--- config.mk ---
export PLATFORM = sky130hd
export DESIGN_NAME = scan_curvature_feature_filter_flat
export DESIGN_NICKNAME = d
export VERILOG_FILES = /design/src/scf_pkg.sv /design/src/scf_point_if.sv /design/src/scf_feat_if.sv /design/src/scf_cfg_if.sv /design/src/scan_curvature_feature_filter.sv /design/src/flat_wrapper.sv
export SDC_FILE = /design/constraint.sdc
export NUM_CORES = 2
export LEC_CHECK = 0
export ABC_AREA = 1
export BUFFER_PORTS_ARGS = -buffer_cell sky130_fd_sc_hd__buf_4
export CAP_MARGIN = 0
export CELL_PAD_IN_SITES_DETAIL_PLACEMENT = 1
export CELL_PAD_IN_SITES_GLOBAL_PLACEMENT = 2
export CORE_MARGIN = 2
export CORE_UTILIZATION = 45
export DETAILED_ROUTE_END_ITERATION = 16
export PLACE_DENSITY_LB_ADDON = 0.1
export SYNTH_ARGS = -nofsm -noshare
export SYNTH_HDL_FRONTEND = slang
export SYNTH_SLANG_ARGS = --single-unit
export TNS_END_PERCENT = 50
--- constraint.sdc ---
create_clock -name clk_i -period 23 [get_ports clk_i]
set_input_delay 3.45 -clock clk_i [delete_from_list [all_inputs] [get_ports clk_i]]
set_output_delay 3.45 -clock clk_i [all_outputs]
set_load 0.02 [all_outputs]
--- src/scf_pkg.sv ---
// ----------------------------------------------------------------------------
// Scan curvature feature filter package
// Shared constants for the curvature filter and its channel interfaces.
// ----------------------------------------------------------------------------
package scf_pkg;

  localparam int THRESH_W         = 50;
  localparam int SQ_IN_W          = THRESH_W / 2;
  localparam int DEF_HALF_WINDOW  = 5;
  localparam int DEF_COORD_BITS   = 20;

endpackage

--- src/scf_point_if.sv ---
// ----------------------------------------------------------------------------
// Scan point channel
// Carries one scan point per request with a valid/ready handshake.
// ----------------------------------------------------------------------------
interface scf_point_if #(
  parameter int COORD_BITS = scf_pkg::DEF_COORD_BITS
);
  logic                         valid;
  logic                         ready;
  logic signed [COORD_BITS-1:0] pos_x;
  logic signed [COORD_BITS-1:0] pos_y;
  logic signed [COORD_BITS-1:0] pos_z;
  logic                         scan_last;

  modport source (output valid, pos_x, pos_y, pos_z, scan_last, input ready);
  modport sink   (input valid, pos_x, pos_y, pos_z, scan_last, output ready);
endinterface

--- src/scf_feat_if.sv ---
// ----------------------------------------------------------------------------
// Feature result channel
// Carries one feature or end-of-scan marker per request.
// ----------------------------------------------------------------------------
interface scf_feat_if #(
  parameter int COORD_BITS = scf_pkg::DEF_COORD_BITS
);
  logic                         valid;
  logic                         ready;
  logic signed [COORD_BITS-1:0] feat_x;
  logic signed [COORD_BITS-1:0] feat_y;
  logic signed [COORD_BITS-1:0] feat_z;
  logic                         point_valid;
  logic                         scan_end;

  modport source (output valid, feat_x, feat_y, feat_z, point_valid, scan_end,
                  input ready);
  modport sink   (input valid, feat_x, feat_y, feat_z, point_valid, scan_end,
                  output ready);
endinterface

--- src/scf_cfg_if.sv ---
// ----------------------------------------------------------------------------
// Threshold configuration channel
// Carries the curvature threshold write data per request.
// ----------------------------------------------------------------------------
interface scf_cfg_if;
  import scf_pkg::*;

  logic                valid;
  logic                ready;
  logic [THRESH_W-1:0] curvature_threshold;

  modport source (output valid, curvature_threshold, input ready);
  modport sink   (input valid, curvature_threshold, output ready);
endinterface

--- src/scan_curvature_feature_filter.sv ---
// ----------------------------------------------------------------------------
// Scan curvature feature filter
// Sliding-window curvature test over the points of a scan, emitting sharp
// points and one end-of-scan marker per scan.
// ----------------------------------------------------------------------------
// Accepts one point per clock cycle while the input is ready. The rate is set
// by the window update: the window shifts and the running x and y sums are
// adjusted by one add and, once the window is full, one subtract in the cycle
// the point is accepted. The curvature test then runs through three further
// register stages (difference, squares, threshold compare), the last of which
// is the output register; the input stays ready while any stage is empty or
// advancing, so a stalled result only holds the input once the pipeline has
// filled up behind it.
module scan_curvature_feature_filter #(
  parameter int HALF_WINDOW = scf_pkg::DEF_HALF_WINDOW,
  parameter int COORD_BITS  = scf_pkg::DEF_COORD_BITS
) (
  input  logic       clk_i,
  input  logic       rst_ni,
  scf_point_if.sink  pt_in,
  scf_feat_if.source feat_out,
  scf_cfg_if.sink    cfg
);
  import scf_pkg::*;

  localparam int WIN_DEPTH = 2 * HALF_WINDOW + 1;
  localparam int FILL_W    = $clog2(WIN_DEPTH + 1);
  localparam int SUM_W     = COORD_BITS + $clog2(WIN_DEPTH);
  localparam int DIFF_W    = SUM_W + 1;

  // configuration
  logic [THRESH_W-1:0] thr_q;

  assign cfg.ready = 1'b1;

  always_ff @(posedge clk_i or negedge rst_ni) begin
    if (!rst_ni) begin
      thr_q <= '0;
    end else if (cfg.valid) begin
      thr_q <= cfg.curvature_threshold;
    end
  end

  // handshake chain
  logic out_v_q, a_v_q, b_v_q, c_v_q;
  logic out_free, c_free, b_free, a_free, in_fire;

  assign out_free    = !out_v_q || feat_out.ready;
  assign c_free      = !c_v_q || out_free;
  assign b_free      = !b_v_q || c_free;
  assign a_free      = !a_v_q || b_free;
  assign pt_in.ready = a_free;
  assign in_fire     = pt_in.valid && a_free;

  // window and running sums
  logic signed [COORD_BITS-1:0] win_x_q [WIN_DEPTH];
  logic signed [COORD_BITS-1:0] win_y_q [WIN_DEPTH];
  logic signed [COORD_BITS-1:0] win_z_q [WIN_DEPTH];
  logic        [FILL_W-1:0]     fill_q, fill_d;
  logic signed [SUM_W-1:0]      sum_x_q, sum_y_q, sum_x_new, sum_y_new;
  logic                         win_full, judge_new;

  assign win_full  = fill_q == FILL_W'(WIN_DEPTH);
  assign judge_new = win_full || fill_q == FILL_W'(WIN_DEPTH - 1);

  always_comb begin
    sum_x_new = sum_x_q + SUM_W'(pt_in.pos_x);
    sum_y_new = sum_y_q + SUM_W'(pt_in.pos_y);
    fill_d    = fill_q;
    if (win_full) begin
      sum_x_new = sum_x_new - SUM_W'(win_x_q[0]);
      sum_y_new = sum_y_new - SUM_W'(win_y_q[0]);
    end else begin
      fill_d = fill_q + FILL_W'(1);
    end
  end

  always_ff @(posedge clk_i or negedge rst_ni) begin
    if (!rst_ni) begin
      fill_q  <= '0;
      sum_x_q <= '0;
      sum_y_q <= '0;
    end else if (in_fire) begin
      if (pt_in.scan_last) begin
        fill_q  <= '0;
        sum_x_q <= '0;
        sum_y_q <= '0;
      end else begin
        fill_q  <= fill_d;
        sum_x_q <= sum_x_new;
        sum_y_q <= sum_y_new;
      end
    end
  end

  always_ff @(posedge clk_i) begin
    if (in_fire) begin
      for (int i = 0; i < WIN_DEPTH; i++) begin
        if (win_full) begin
          if (i == WIN_DEPTH - 1) begin
            win_x_q[i] <= pt_in.pos_x;
            win_y_q[i] <= pt_in.pos_y;
            win_z_q[i] <= pt_in.pos_z;
          end else begin
            win_x_q[i] <= win_x_q[i+1];
            win_y_q[i] <= win_y_q[i+1];
            win_z_q[i] <= win_z_q[i+1];
          end
        end else if (fill_q == FILL_W'(i)) begin
          win_x_q[i] <= pt_in.pos_x;
          win_y_q[i] <= pt_in.pos_y;
          win_z_q[i] <= pt_in.pos_z;
        end
      end
    end
  end

  // stage A: sums and centre point after the update
  logic                         a_judge_q, a_last_q;
  logic signed [SUM_W-1:0]      a_sum_x_q, a_sum_y_q;
  logic signed [COORD_BITS-1:0] a_mx_q, a_my_q, a_mz_q;

  always_ff @(posedge clk_i) begin
    if (a_free) begin
      a_judge_q <= judge_new;
      a_last_q  <= pt_in.scan_last;
      a_sum_x_q <= sum_x_new;
      a_sum_y_q <= sum_y_new;
      if (win_full) begin
        a_mx_q <= win_x_q[HALF_WINDOW+1];
        a_my_q <= win_y_q[HALF_WINDOW+1];
        a_mz_q <= win_z_q[HALF_WINDOW+1];
      end else begin
        a_mx_q <= win_x_q[HALF_WINDOW];
        a_my_q <= win_y_q[HALF_WINDOW];
        a_mz_q <= win_z_q[HALF_WINDOW];
      end
    end
  end

  // stage B: differences and magnitudes
  logic signed [DIFF_W-1:0]     dx, dy;
  logic        [DIFF_W-1:0]     ax, ay;
  logic        [SQ_IN_W-1:0]    ax_sq_in, ay_sq_in;
  logic                         big;
  logic                         b_judge_q, b_last_q, b_big_q;
  logic        [SQ_IN_W-1:0]    b_ax_q, b_ay_q;
  logic signed [COORD_BITS-1:0] b_mx_q, b_my_q, b_mz_q;

  assign dx = DIFF_W'(a_sum_x_q) - DIFF_W'(a_mx_q) * DIFF_W'(WIN_DEPTH);
  assign dy = DIFF_W'(a_sum_y_q) - DIFF_W'(a_my_q) * DIFF_W'(WIN_DEPTH);
  assign ax = dx[DIFF_W-1] ? DIFF_W'(-dx) : DIFF_W'(dx);
  assign ay = dy[DIFF_W-1] ? DIFF_W'(-dy) : DIFF_W'(dy);

  if (DIFF_W > SQ_IN_W) begin : g_big_wide
    assign big      = (|ax[DIFF_W-1:SQ_IN_W]) || (|ay[DIFF_W-1:SQ_IN_W]);
    assign ax_sq_in = ax[SQ_IN_W-1:0];
    assign ay_sq_in = ay[SQ_IN_W-1:0];
  end else begin : g_big_narrow
    assign big      = 1'b0;
    assign ax_sq_in = SQ_IN_W'(ax);
    assign ay_sq_in = SQ_IN_W'(ay);
  end

  always_ff @(posedge clk_i) begin
    if (b_free) begin
      b_judge_q <= a_judge_q;
      b_last_q  <= a_last_q;
      b_big_q   <= big;
      b_ax_q    <= ax_sq_in;
      b_ay_q    <= ay_sq_in;
      b_mx_q    <= a_mx_q;
      b_my_q    <= a_my_q;
      b_mz_q    <= a_mz_q;
    end
  end

  // stage C: squares
  logic                         c_judge_q, c_last_q, c_big_q;
  logic        [THRESH_W-1:0]   c_sqx_q, c_sqy_q;
  logic signed [COORD_BITS-1:0] c_mx_q, c_my_q, c_mz_q;

  always_ff @(posedge clk_i) begin
    if (c_free) begin
      c_judge_q <= b_judge_q;
      c_last_q  <= b_last_q;
      c_big_q   <= b_big_q;
      c_sqx_q   <= THRESH_W'(b_ax_q) * THRESH_W'(b_ax_q);
      c_sqy_q   <= THRESH_W'(b_ay_q) * THRESH_W'(b_ay_q);
      c_mx_q    <= b_mx_q;
      c_my_q    <= b_my_q;
      c_mz_q    <= b_mz_q;
    end
  end

  // output stage: threshold compare
  logic [THRESH_W:0]            curv;
  logic                         hit, emit;
  logic signed [COORD_BITS-1:0] out_x_q, out_y_q, out_z_q;
  logic                         out_pv_q, out_end_q;

  assign curv = {1'b0, c_sqx_q} + {1'b0, c_sqy_q};
  assign hit  = c_judge_q && (c_big_q || curv > {1'b0, thr_q});
  assign emit = hit || c_last_q;

  always_ff @(posedge clk_i) begin
    if (out_free) begin
      out_x_q   <= hit ? c_mx_q : '0;
      out_y_q   <= hit ? c_my_q : '0;
      out_z_q   <= hit ? c_mz_q : '0;
      out_pv_q  <= hit;
      out_end_q <= c_last_q;
    end
  end

  // advance valid bits, drop items with no result
  always_ff @(posedge clk_i or negedge rst_ni) begin
    if (!rst_ni) begin
      a_v_q   <= 1'b0;
      b_v_q   <= 1'b0;
      c_v_q   <= 1'b0;
      out_v_q <= 1'b0;
    end else begin
      if (a_free) begin
        a_v_q <= in_fire;
      end
      if (b_free) begin
        b_v_q <= a_v_q;
      end
      if (c_free) begin
        c_v_q <= b_v_q;
      end
      if (out_free) begin
        out_v_q <= c_v_q && emit;
      end
    end
  end

  assign feat_out.valid       = out_v_q;
  assign feat_out.feat_x      = out_x_q;
  assign feat_out.feat_y      = out_y_q;
  assign feat_out.feat_z      = out_z_q;
  assign feat_out.point_valid = out_pv_q;
  assign feat_out.scan_end    = out_end_q;

  a_fill_bound: assert property (@(posedge clk_i) disable iff (!rst_ni)
    fill_q <= FILL_W'(WIN_DEPTH))
    else $error("window fill count beyond depth");

  a_last_clears: assert property (@(posedge clk_i) disable iff (!rst_ni)
    in_fire && pt_in.scan_last |=> fill_q == '0 && sum_x_q == '0 && sum_y_q == '0)
    else $error("window not cleared after last point");

  a_result_reason: assert property (@(posedge clk_i) disable iff (!rst_ni)
    out_v_q |-> out_pv_q || out_end_q)
    else $error("result with neither feature nor scan end");

  a_empty_fields: assert property (@(posedge clk_i) disable iff (!rst_ni)
    out_v_q && !out_pv_q |-> out_x_q == '0 && out_y_q == '0 && out_z_q == '0)
    else $error("non-feature result carries point data");

  a_last_reaches_out: assert property (@(posedge clk_i) disable iff (!rst_ni)
    c_v_q && c_last_q && out_free |=> out_v_q && out_end_q)
    else $error("last point lost its end-of-scan result");

endmodule

--- src/flat_wrapper.sv ---
// flat-port wrapper written by rule: the top's interface ports become plain ports
module scan_curvature_feature_filter_flat import scf_pkg::*;
#(
  parameter int HALF_WINDOW = scf_pkg::DEF_HALF_WINDOW,
  parameter int COORD_BITS  = scf_pkg::DEF_COORD_BITS
)
  (clk_i, rst_ni, pt_in_valid, pt_in_pos_x, pt_in_pos_y, pt_in_pos_z, pt_in_scan_last, pt_in_ready, feat_out_valid, feat_out_feat_x, feat_out_feat_y, feat_out_feat_z, feat_out_point_valid, feat_out_scan_end, feat_out_ready, cfg_valid, cfg_curvature_threshold, cfg_ready);
  scf_point_if #(.COORD_BITS(COORD_BITS)) pt_in_i ();
  scf_feat_if #(.COORD_BITS(COORD_BITS)) feat_out_i ();
  scf_cfg_if cfg_i ();
  input  logic clk_i;
  input  logic rst_ni;
  input wire logic [$bits(pt_in_i.valid)-1:0] pt_in_valid;
  input wire logic [$bits(pt_in_i.pos_x)-1:0] pt_in_pos_x;
  input wire logic [$bits(pt_in_i.pos_y)-1:0] pt_in_pos_y;
  input wire logic [$bits(pt_in_i.pos_z)-1:0] pt_in_pos_z;
  input wire logic [$bits(pt_in_i.scan_last)-1:0] pt_in_scan_last;
  output wire logic [$bits(pt_in_i.ready)-1:0] pt_in_ready;
  output wire logic [$bits(feat_out_i.valid)-1:0] feat_out_valid;
  output wire logic [$bits(feat_out_i.feat_x)-1:0] feat_out_feat_x;
  output wire logic [$bits(feat_out_i.feat_y)-1:0] feat_out_feat_y;
  output wire logic [$bits(feat_out_i.feat_z)-1:0] feat_out_feat_z;
  output wire logic [$bits(feat_out_i.point_valid)-1:0] feat_out_point_valid;
  output wire logic [$bits(feat_out_i.scan_end)-1:0] feat_out_scan_end;
  input wire logic [$bits(feat_out_i.ready)-1:0] feat_out_ready;
  input wire logic [$bits(cfg_i.valid)-1:0] cfg_valid;
  input wire logic [$bits(cfg_i.curvature_threshold)-1:0] cfg_curvature_threshold;
  output wire logic [$bits(cfg_i.ready)-1:0] cfg_ready;
  assign pt_in_i.valid = pt_in_valid;
  assign pt_in_i.pos_x = pt_in_pos_x;
  assign pt_in_i.pos_y = pt_in_pos_y;
  assign pt_in_i.pos_z = pt_in_pos_z;
  assign pt_in_i.scan_last = pt_in_scan_last;
  assign pt_in_ready = pt_in_i.ready;
  assign feat_out_valid = feat_out_i.valid;
  assign feat_out_feat_x = feat_out_i.feat_x;
  assign feat_out_feat_y = feat_out_i.feat_y;
  assign feat_out_feat_z = feat_out_i.feat_z;
  assign feat_out_point_valid = feat_out_i.point_valid;
  assign feat_out_scan_end = feat_out_i.scan_end;
  assign feat_out_i.ready = feat_out_ready;
  assign cfg_i.valid = cfg_valid;
  assign cfg_i.curvature_threshold = cfg_curvature_threshold;
  assign cfg_ready = cfg_i.ready;
  scan_curvature_feature_filter #(.HALF_WINDOW(HALF_WINDOW), .COORD_BITS(COORD_BITS)) u_core (.clk_i(clk_i), .rst_ni(rst_ni), .pt_in(pt_in_i), .feat_out(feat_out_i), .cfg(cfg_i));
endmodule
==> Yosys cells after proc, flatten, opt, wreduce, memory -nomap -nowiden <==
Memory sizes are Yosys's and may differ from the RTL's.
Cells that the tools add are included.
{ "totals": {"elab_cells": 205, "n_memories": 3, "ff_bits": 552, "output_inout_bits": 65, "inputBits": 116, "ramBits": 660} }
{ "memory_table": {"columns": ["memory", "words", "width", "read_ports", "rd_ports_with_merged_regs", "wr", "line_no", "source"], "rows": [
  ["u_core.win_x_q", 11, 20, 11, 0, 11, "scan_curvature_feature_filter.sv:56", "logic signed [COORD_BITS-1:0] win_x_q [WIN_DEPTH];"],
  ["u_core.win_y_q", 11, 20, 11, 0, 11, "scan_curvature_feature_filter.sv:57", "logic signed [COORD_BITS-1:0] win_y_q [WIN_DEPTH];"],
  ["u_core.win_z_q", 11, 20, 10, 0, 11, "scan_curvature_feature_filter.sv:58", "logic signed [COORD_BITS-1:0] win_z_q [WIN_DEPTH];"]
]} }
{ "classes": {"add_sub_neg": 10, "n_reduce_logical": 15, "mux": 91, "n_mul": 4, "n_bitwise": 33, "n_eq_ne": 12, "magnitude_cmp": 1} }
{ "op_table": {"columns": ["op", "n"], "rows": [
  ["$mux W20", 36],
  ["$mux W24", 6],
  ["$mul A25 B25 Y50", 2],
  ["$add A50 B50 Y51", 1],
  ["$gt A51 B50 Y1", 1],
  ["$mul A20 B5 Y25 const B", 2],
  ["$neg A25 Y25", 2],
  ["$sub A24 B25 Y25", 2],
  ["$add A24 B20 Y24", 2],
  ["$sub A24 B20 Y24", 2],
  ["$mux W1", 47],
  ["$or A1 B1 Y1", 33],
  ["$eq A4 B3 Y1 const B", 4],
  ["$eq A4 B4 Y1 const B", 4],
  ["$eq A4 B2 Y1 const B", 2],
  ["$mux W4", 2],
  ["$logic_or A1 B1 Y1", 6],
  ["$add A4 B1 Y4 const B", 1],
  ["$eq A4 B1 Y1 const B", 1],
  ["$logic_not A1 Y1", 4],
  ["$logic_not A4 Y1", 1],
  ["$logic_and A1 B1 Y1", 3],
  ["$ne A2 B2 Y1 const B", 1],
  ["$reduce_and A2 Y1", 1]
]} }

==> Logic depth before layout (Yosys ltp) <==
{ "logic_depth": {"word_depth": 9, "mapped_depth": 31, "depth_no_buf": 30} }

==> Worst setup path after synthesis <==
Ideal clock, no wire load.
{ "synth_path": {"kind": "input -> output", "startpoint": "in feat_out_ready", "endpoint": "out pt_in_ready", "t_required_ns": 19.550, "cell_stages": 6, "arrival_time_ns": 10.943, "path_slack_ns": 8.607, "path_buffers": 0, "cell_sequence": "nor2_1 -> nand2_1 -> nor2_1 -> inv_2 -> nor2_1 -> inv_1"} }
{ "synth_between": {"elab_chain_cells": 4} }
{ "synth_lines": {"columns": ["item", "line_no", "source"], "rows": [
  ["start: declaration", "flat_wrapper.sv:25", "input wire logic [$bits(feat_out_i.ready)-1:0] feat_out_ready;"],
  ["$logic_or A1 B1 Y1", "scan_curvature_feature_filter.sv:48", "assign out_free = !out_v_q || feat_out.ready;"],
  ["$logic_or A1 B1 Y1", "scan_curvature_feature_filter.sv:49", "assign c_free = !c_v_q || out_free;"],
  ["via u_core.c_free", "scan_curvature_feature_filter.sv:46", "logic out_free, c_free, b_free, a_free, in_fire;"],
  ["$logic_or A1 B1 Y1", "scan_curvature_feature_filter.sv:50", "assign b_free = !b_v_q || c_free;"],
  ["via u_core.b_free", "scan_curvature_feature_filter.sv:46", null],
  ["$logic_or A1 B1 Y1", "scan_curvature_feature_filter.sv:51", "assign a_free = !a_v_q || b_free;"],
  ["end: declaration", "flat_wrapper.sv:18", "output wire logic [$bits(pt_in_i.ready)-1:0] pt_in_ready;"]
]} }
The timed path passes the listed nets, and every way through them passes these cells.

==> Worst setup path after layout <==
Same ends and word-level chain as after synthesis.

==> impl_metrics.csv <==
group,metric,value,unit
yosys,synthFlopType,"edfxtp_1",
final_layout,fillCellCount,24600,
run_status,run_status,"finished, final reports clean",
timing,max-slew-margin-rel,24.8,%
worst_setup_path,worstPathRequired,19550,ps
yosys,yosys-top-cells-count,"inv_1 (2517), nand2_1 (2503), fa_1 (1008)",
final_layout,fin_area,104000,um^2
clock_tree,clk_path_buf_depth,3,
worst_setup_path,rrSetupSlack,15500,ps
clock_tree,clock-root-buffer,"clkbuf_16",
timing,holdWs,384,ps
timing,grt_setup_unrepaired,"false",
worst_setup_path,endpoint,"pt_in_ready",
placed_design,dp_hpwl,222000,um
grt,grt_pass1_vias,79100,
worst_setup_path,criticalPathCategory,"input pin to output port",
clock_tree,cts_hold_buf,0,
grt,antenna_found_initial,4,
grt,grt-ovfl-total,0,
worst_hold_path,hold_class,"flop to flop",
route,drtIter0Drc,3944,
timing,setup_violations,0,
yosys,synth_seq_area_share,34.3,%
worst_setup_path,r2r-start,"u_core.b_ay_q[2]",
route,ant_nets,0,
route,wl,281000,um
die,num_io_pins,181,
yosys,netlist_area,95700,um^2
final_layout,drive_gt1_share,4.74,%
die,fp.dieH,465,um
die,dieArea,216000,um^2
clock_tree,htreeDepth,4,
final_layout,multi_input_area,52300,um^2
route,avgViaCountPerCell,5.16,
timing,fin_setup_tns,0,ps
die,start_util,45.2,%
grt,use_met2,47.0,%
yosys,yosysMostFrequentCell,"inv_1",
worst_setup_path,path_cells,"buf_4, nor2_1, nand2_4, nor2_1, inv_4, nor2_1, inv_4, buf_4",
worst_setup_path,setup.worst_path.end_class,"output port",
final_layout,syn2layout_area_growth,9.05,%
worst_setup_path,start_kind,"input pin",
worst_setup_path,max_stage_delay,600,ps
die,core_area,212000,um^2
yosys,synthTopCellsByArea,"edfxtp_1 (31%), fa_1 (21%), inv_1 (9.9%), nand2_1 (9.8%), ha_1 (9.1%)",
yosys,syn_avg_cell_area,8.94,um^2
clock_tree,insertion_delay,810,ps
grt,track_usage,26.5,%
worst_setup_path,worstReg2RegEnd,"u_core.c_sqy_q[43]",
die,fp.dieW,465,um
yosys,yosysWarnings,0,
timing,skew,59.2,ps
grt,grt_pass1_wl,447000,um
yosys,ys_types,52,
timing,finalHoldViolations,0,
die,rows,169,
flow_run,drv_cap,0,
route,num_vias,70900,
yosys,synth_area_leader_cell,"edfxtp_1",
placed_design,dpl_cell_area,100000,um^2
timing,finalCritPeriodShare,39.2,%
final_layout,regArea,32800,um^2
timing,max_freq,0.111,GHz
worst_setup_path,path_max_fanout,58,
placed_design,routabilityCongestion,0.918,
route,first_pass_iters,5,
clock_tree,cts_resized,0,
worst_setup_path,crit_buf_inv,4,
yosys,synth-edff-count,1004,
yosys,synth-seq-cells,1110,
grt,grt_max_degree,142,
yosys,synth.top_cell.area_share,31.5,%
worst_setup_path,crit_cells,8,
clock_tree,cts_buffers,130,
timing,layout_min_cycle_time,9010,ps
route,drc,0,
grt,met3_usage,2.53,%
worst_setup_path,critPathMostFrequentCell,"nor2_1",
grt,grt_use_met1,34.6,%
worst_setup_path,crit_slowest_cell,"inv_4",
placed_design,port_buffers,179,
route,wire_per_inst,20.5,um
timing,tightestPinTransition,1120,ps
timing,drv_slew,0,
worst_setup_path,startpoint,"feat_out_ready",
yosys,synth_cells,10700,
clock_tree,clk_pin_slew,70,ps
worst_setup_path,path_delay_family,"buffers and inverters",
final_layout,fin_nets,12600,
worst_setup_path,cp.arrival,5560,ps
yosys,synth_async_sr_flop_share,9.55,%
grt,grt_busiest_layer,"met2",
clock_tree,post-cts-setup-buffers,0,
clock_tree,cts_tree,"done",
yosys,syn_nets,12500,
worst_setup_path,reg2reg_depth,28,
clock_tree,numClockSinks,1110,
worst_hold_path,holdPathStages,0,
## cells by family after synthesis
| kind of cell | synth area share, % |
|---|---|
| AOI/OAI and AO/OA | 7.54 |
| and+or+nand+nor | 14.5 |
| other | 0.00392 |
| muxes | 0.0118 |
| xor gates and xnor gates | 2.28 |
| adders and majority gates | 30.2 |
| buffers and inverters | 11.2 |
| DFF | 34.3 |
## per-stage QoR
step,instances,setup WS (ps),util [%]
after floorplan,10700,8610,-
after global placement,13500,14000,47.3
after detailed placement,13500,13940,47.3
after CTS,13700,13940,49.3
after global routing,13700,13800,49.3
final,13700,13990,49.3
## worst min-delay path by stage
stage | from | end
2_1_floorplan | u_core.a_judge_q | u_core.b_judge_q
6_report | u_core.a_judge_q | u_core.b_judge_q
3_5_place_dp | u_core.b_my_q[8] | u_core.c_my_q[8]
5_1_grt | u_core.a_judge_q | u_core.b_judge_q
4_1_cts | u_core.a_judge_q | u_core.b_judge_q
3_3_place_gp | u_core.b_my_q[14] | u_core.c_my_q[14]
## sequential cells by signal (all words and copies together), names as in the netlist, 25 cells and up
name	cells
u_core.win_x_q	220
u_core.win_y_q	220
u_core.win_z_q	120
u_core.thr_q	50
u_core.c_sqx_q	49
u_core.c_sqy_q	49
u_core.b_ax_q	25
u_core.b_ay_q	25
## area by class of cell
type	count	area share, %
multi-input cells	6770	50.1
repair buffers	265	1.92
well taps	2821	3.38
inverters	2524	9.08
clock buffers	167	3.29
clock inverters	71	0.784
flip-flops and latches	1110	31.4
diodes	2	0.00479
## per-layer routing
layer  vias up  routed length, um
li1      33500                  -
met1     35900             123000
met2      1133             141000
met3       349               9360
met4         0               7560
met5         -                  0
## layout by cell type (no fill, tap or decap), types with 7 or more instances in the layout
| cell | instances |
|---|---|
| a211oi_1 | 10 |
| a21boi_0 | 15 |
| a21o_1 | 39 |
| a21oi_1 | 316 |
| a22o_1 | 8 |
| a31oi_1 | 57 |
| and2_1 | 11 |
| buf_4 | 263 |
| clkbuf_1 | 33 |
| clkbuf_16 | 130 |
| clkinv_1 | 24 |
| clkinv_16 | 11 |
| clkinv_2 | 16 |
| dfrtp_1 | 106 |
| edfxtp_1 | 1004 |
| fa_1 | 1008 |
| ha_1 | 697 |
| inv_1 | 2515 |
| inv_6 | 7 |
| nand2_1 | 2491 |
| nand2_2 | 8 |
| nand2_4 | 7 |
| nand3_1 | 232 |
| nand4_1 | 106 |
| nor2_1 | 509 |
| nor2_2 | 12 |
| nor3_1 | 53 |
| nor4_1 | 19 |
| o211ai_1 | 10 |
| o21a_1 | 21 |
| o21ai_0 | 766 |
| o21ai_1 | 19 |
| o21bai_1 | 42 |
| o221ai_1 | 8 |
| or2_2 | 19 |
| xnor2_1 | 84 |
| xor2_1 | 161 |
Power is left out: the tool's default activity adds up to more than one toggle a clock period on the data nets, which glitch-free logic cannot reach.
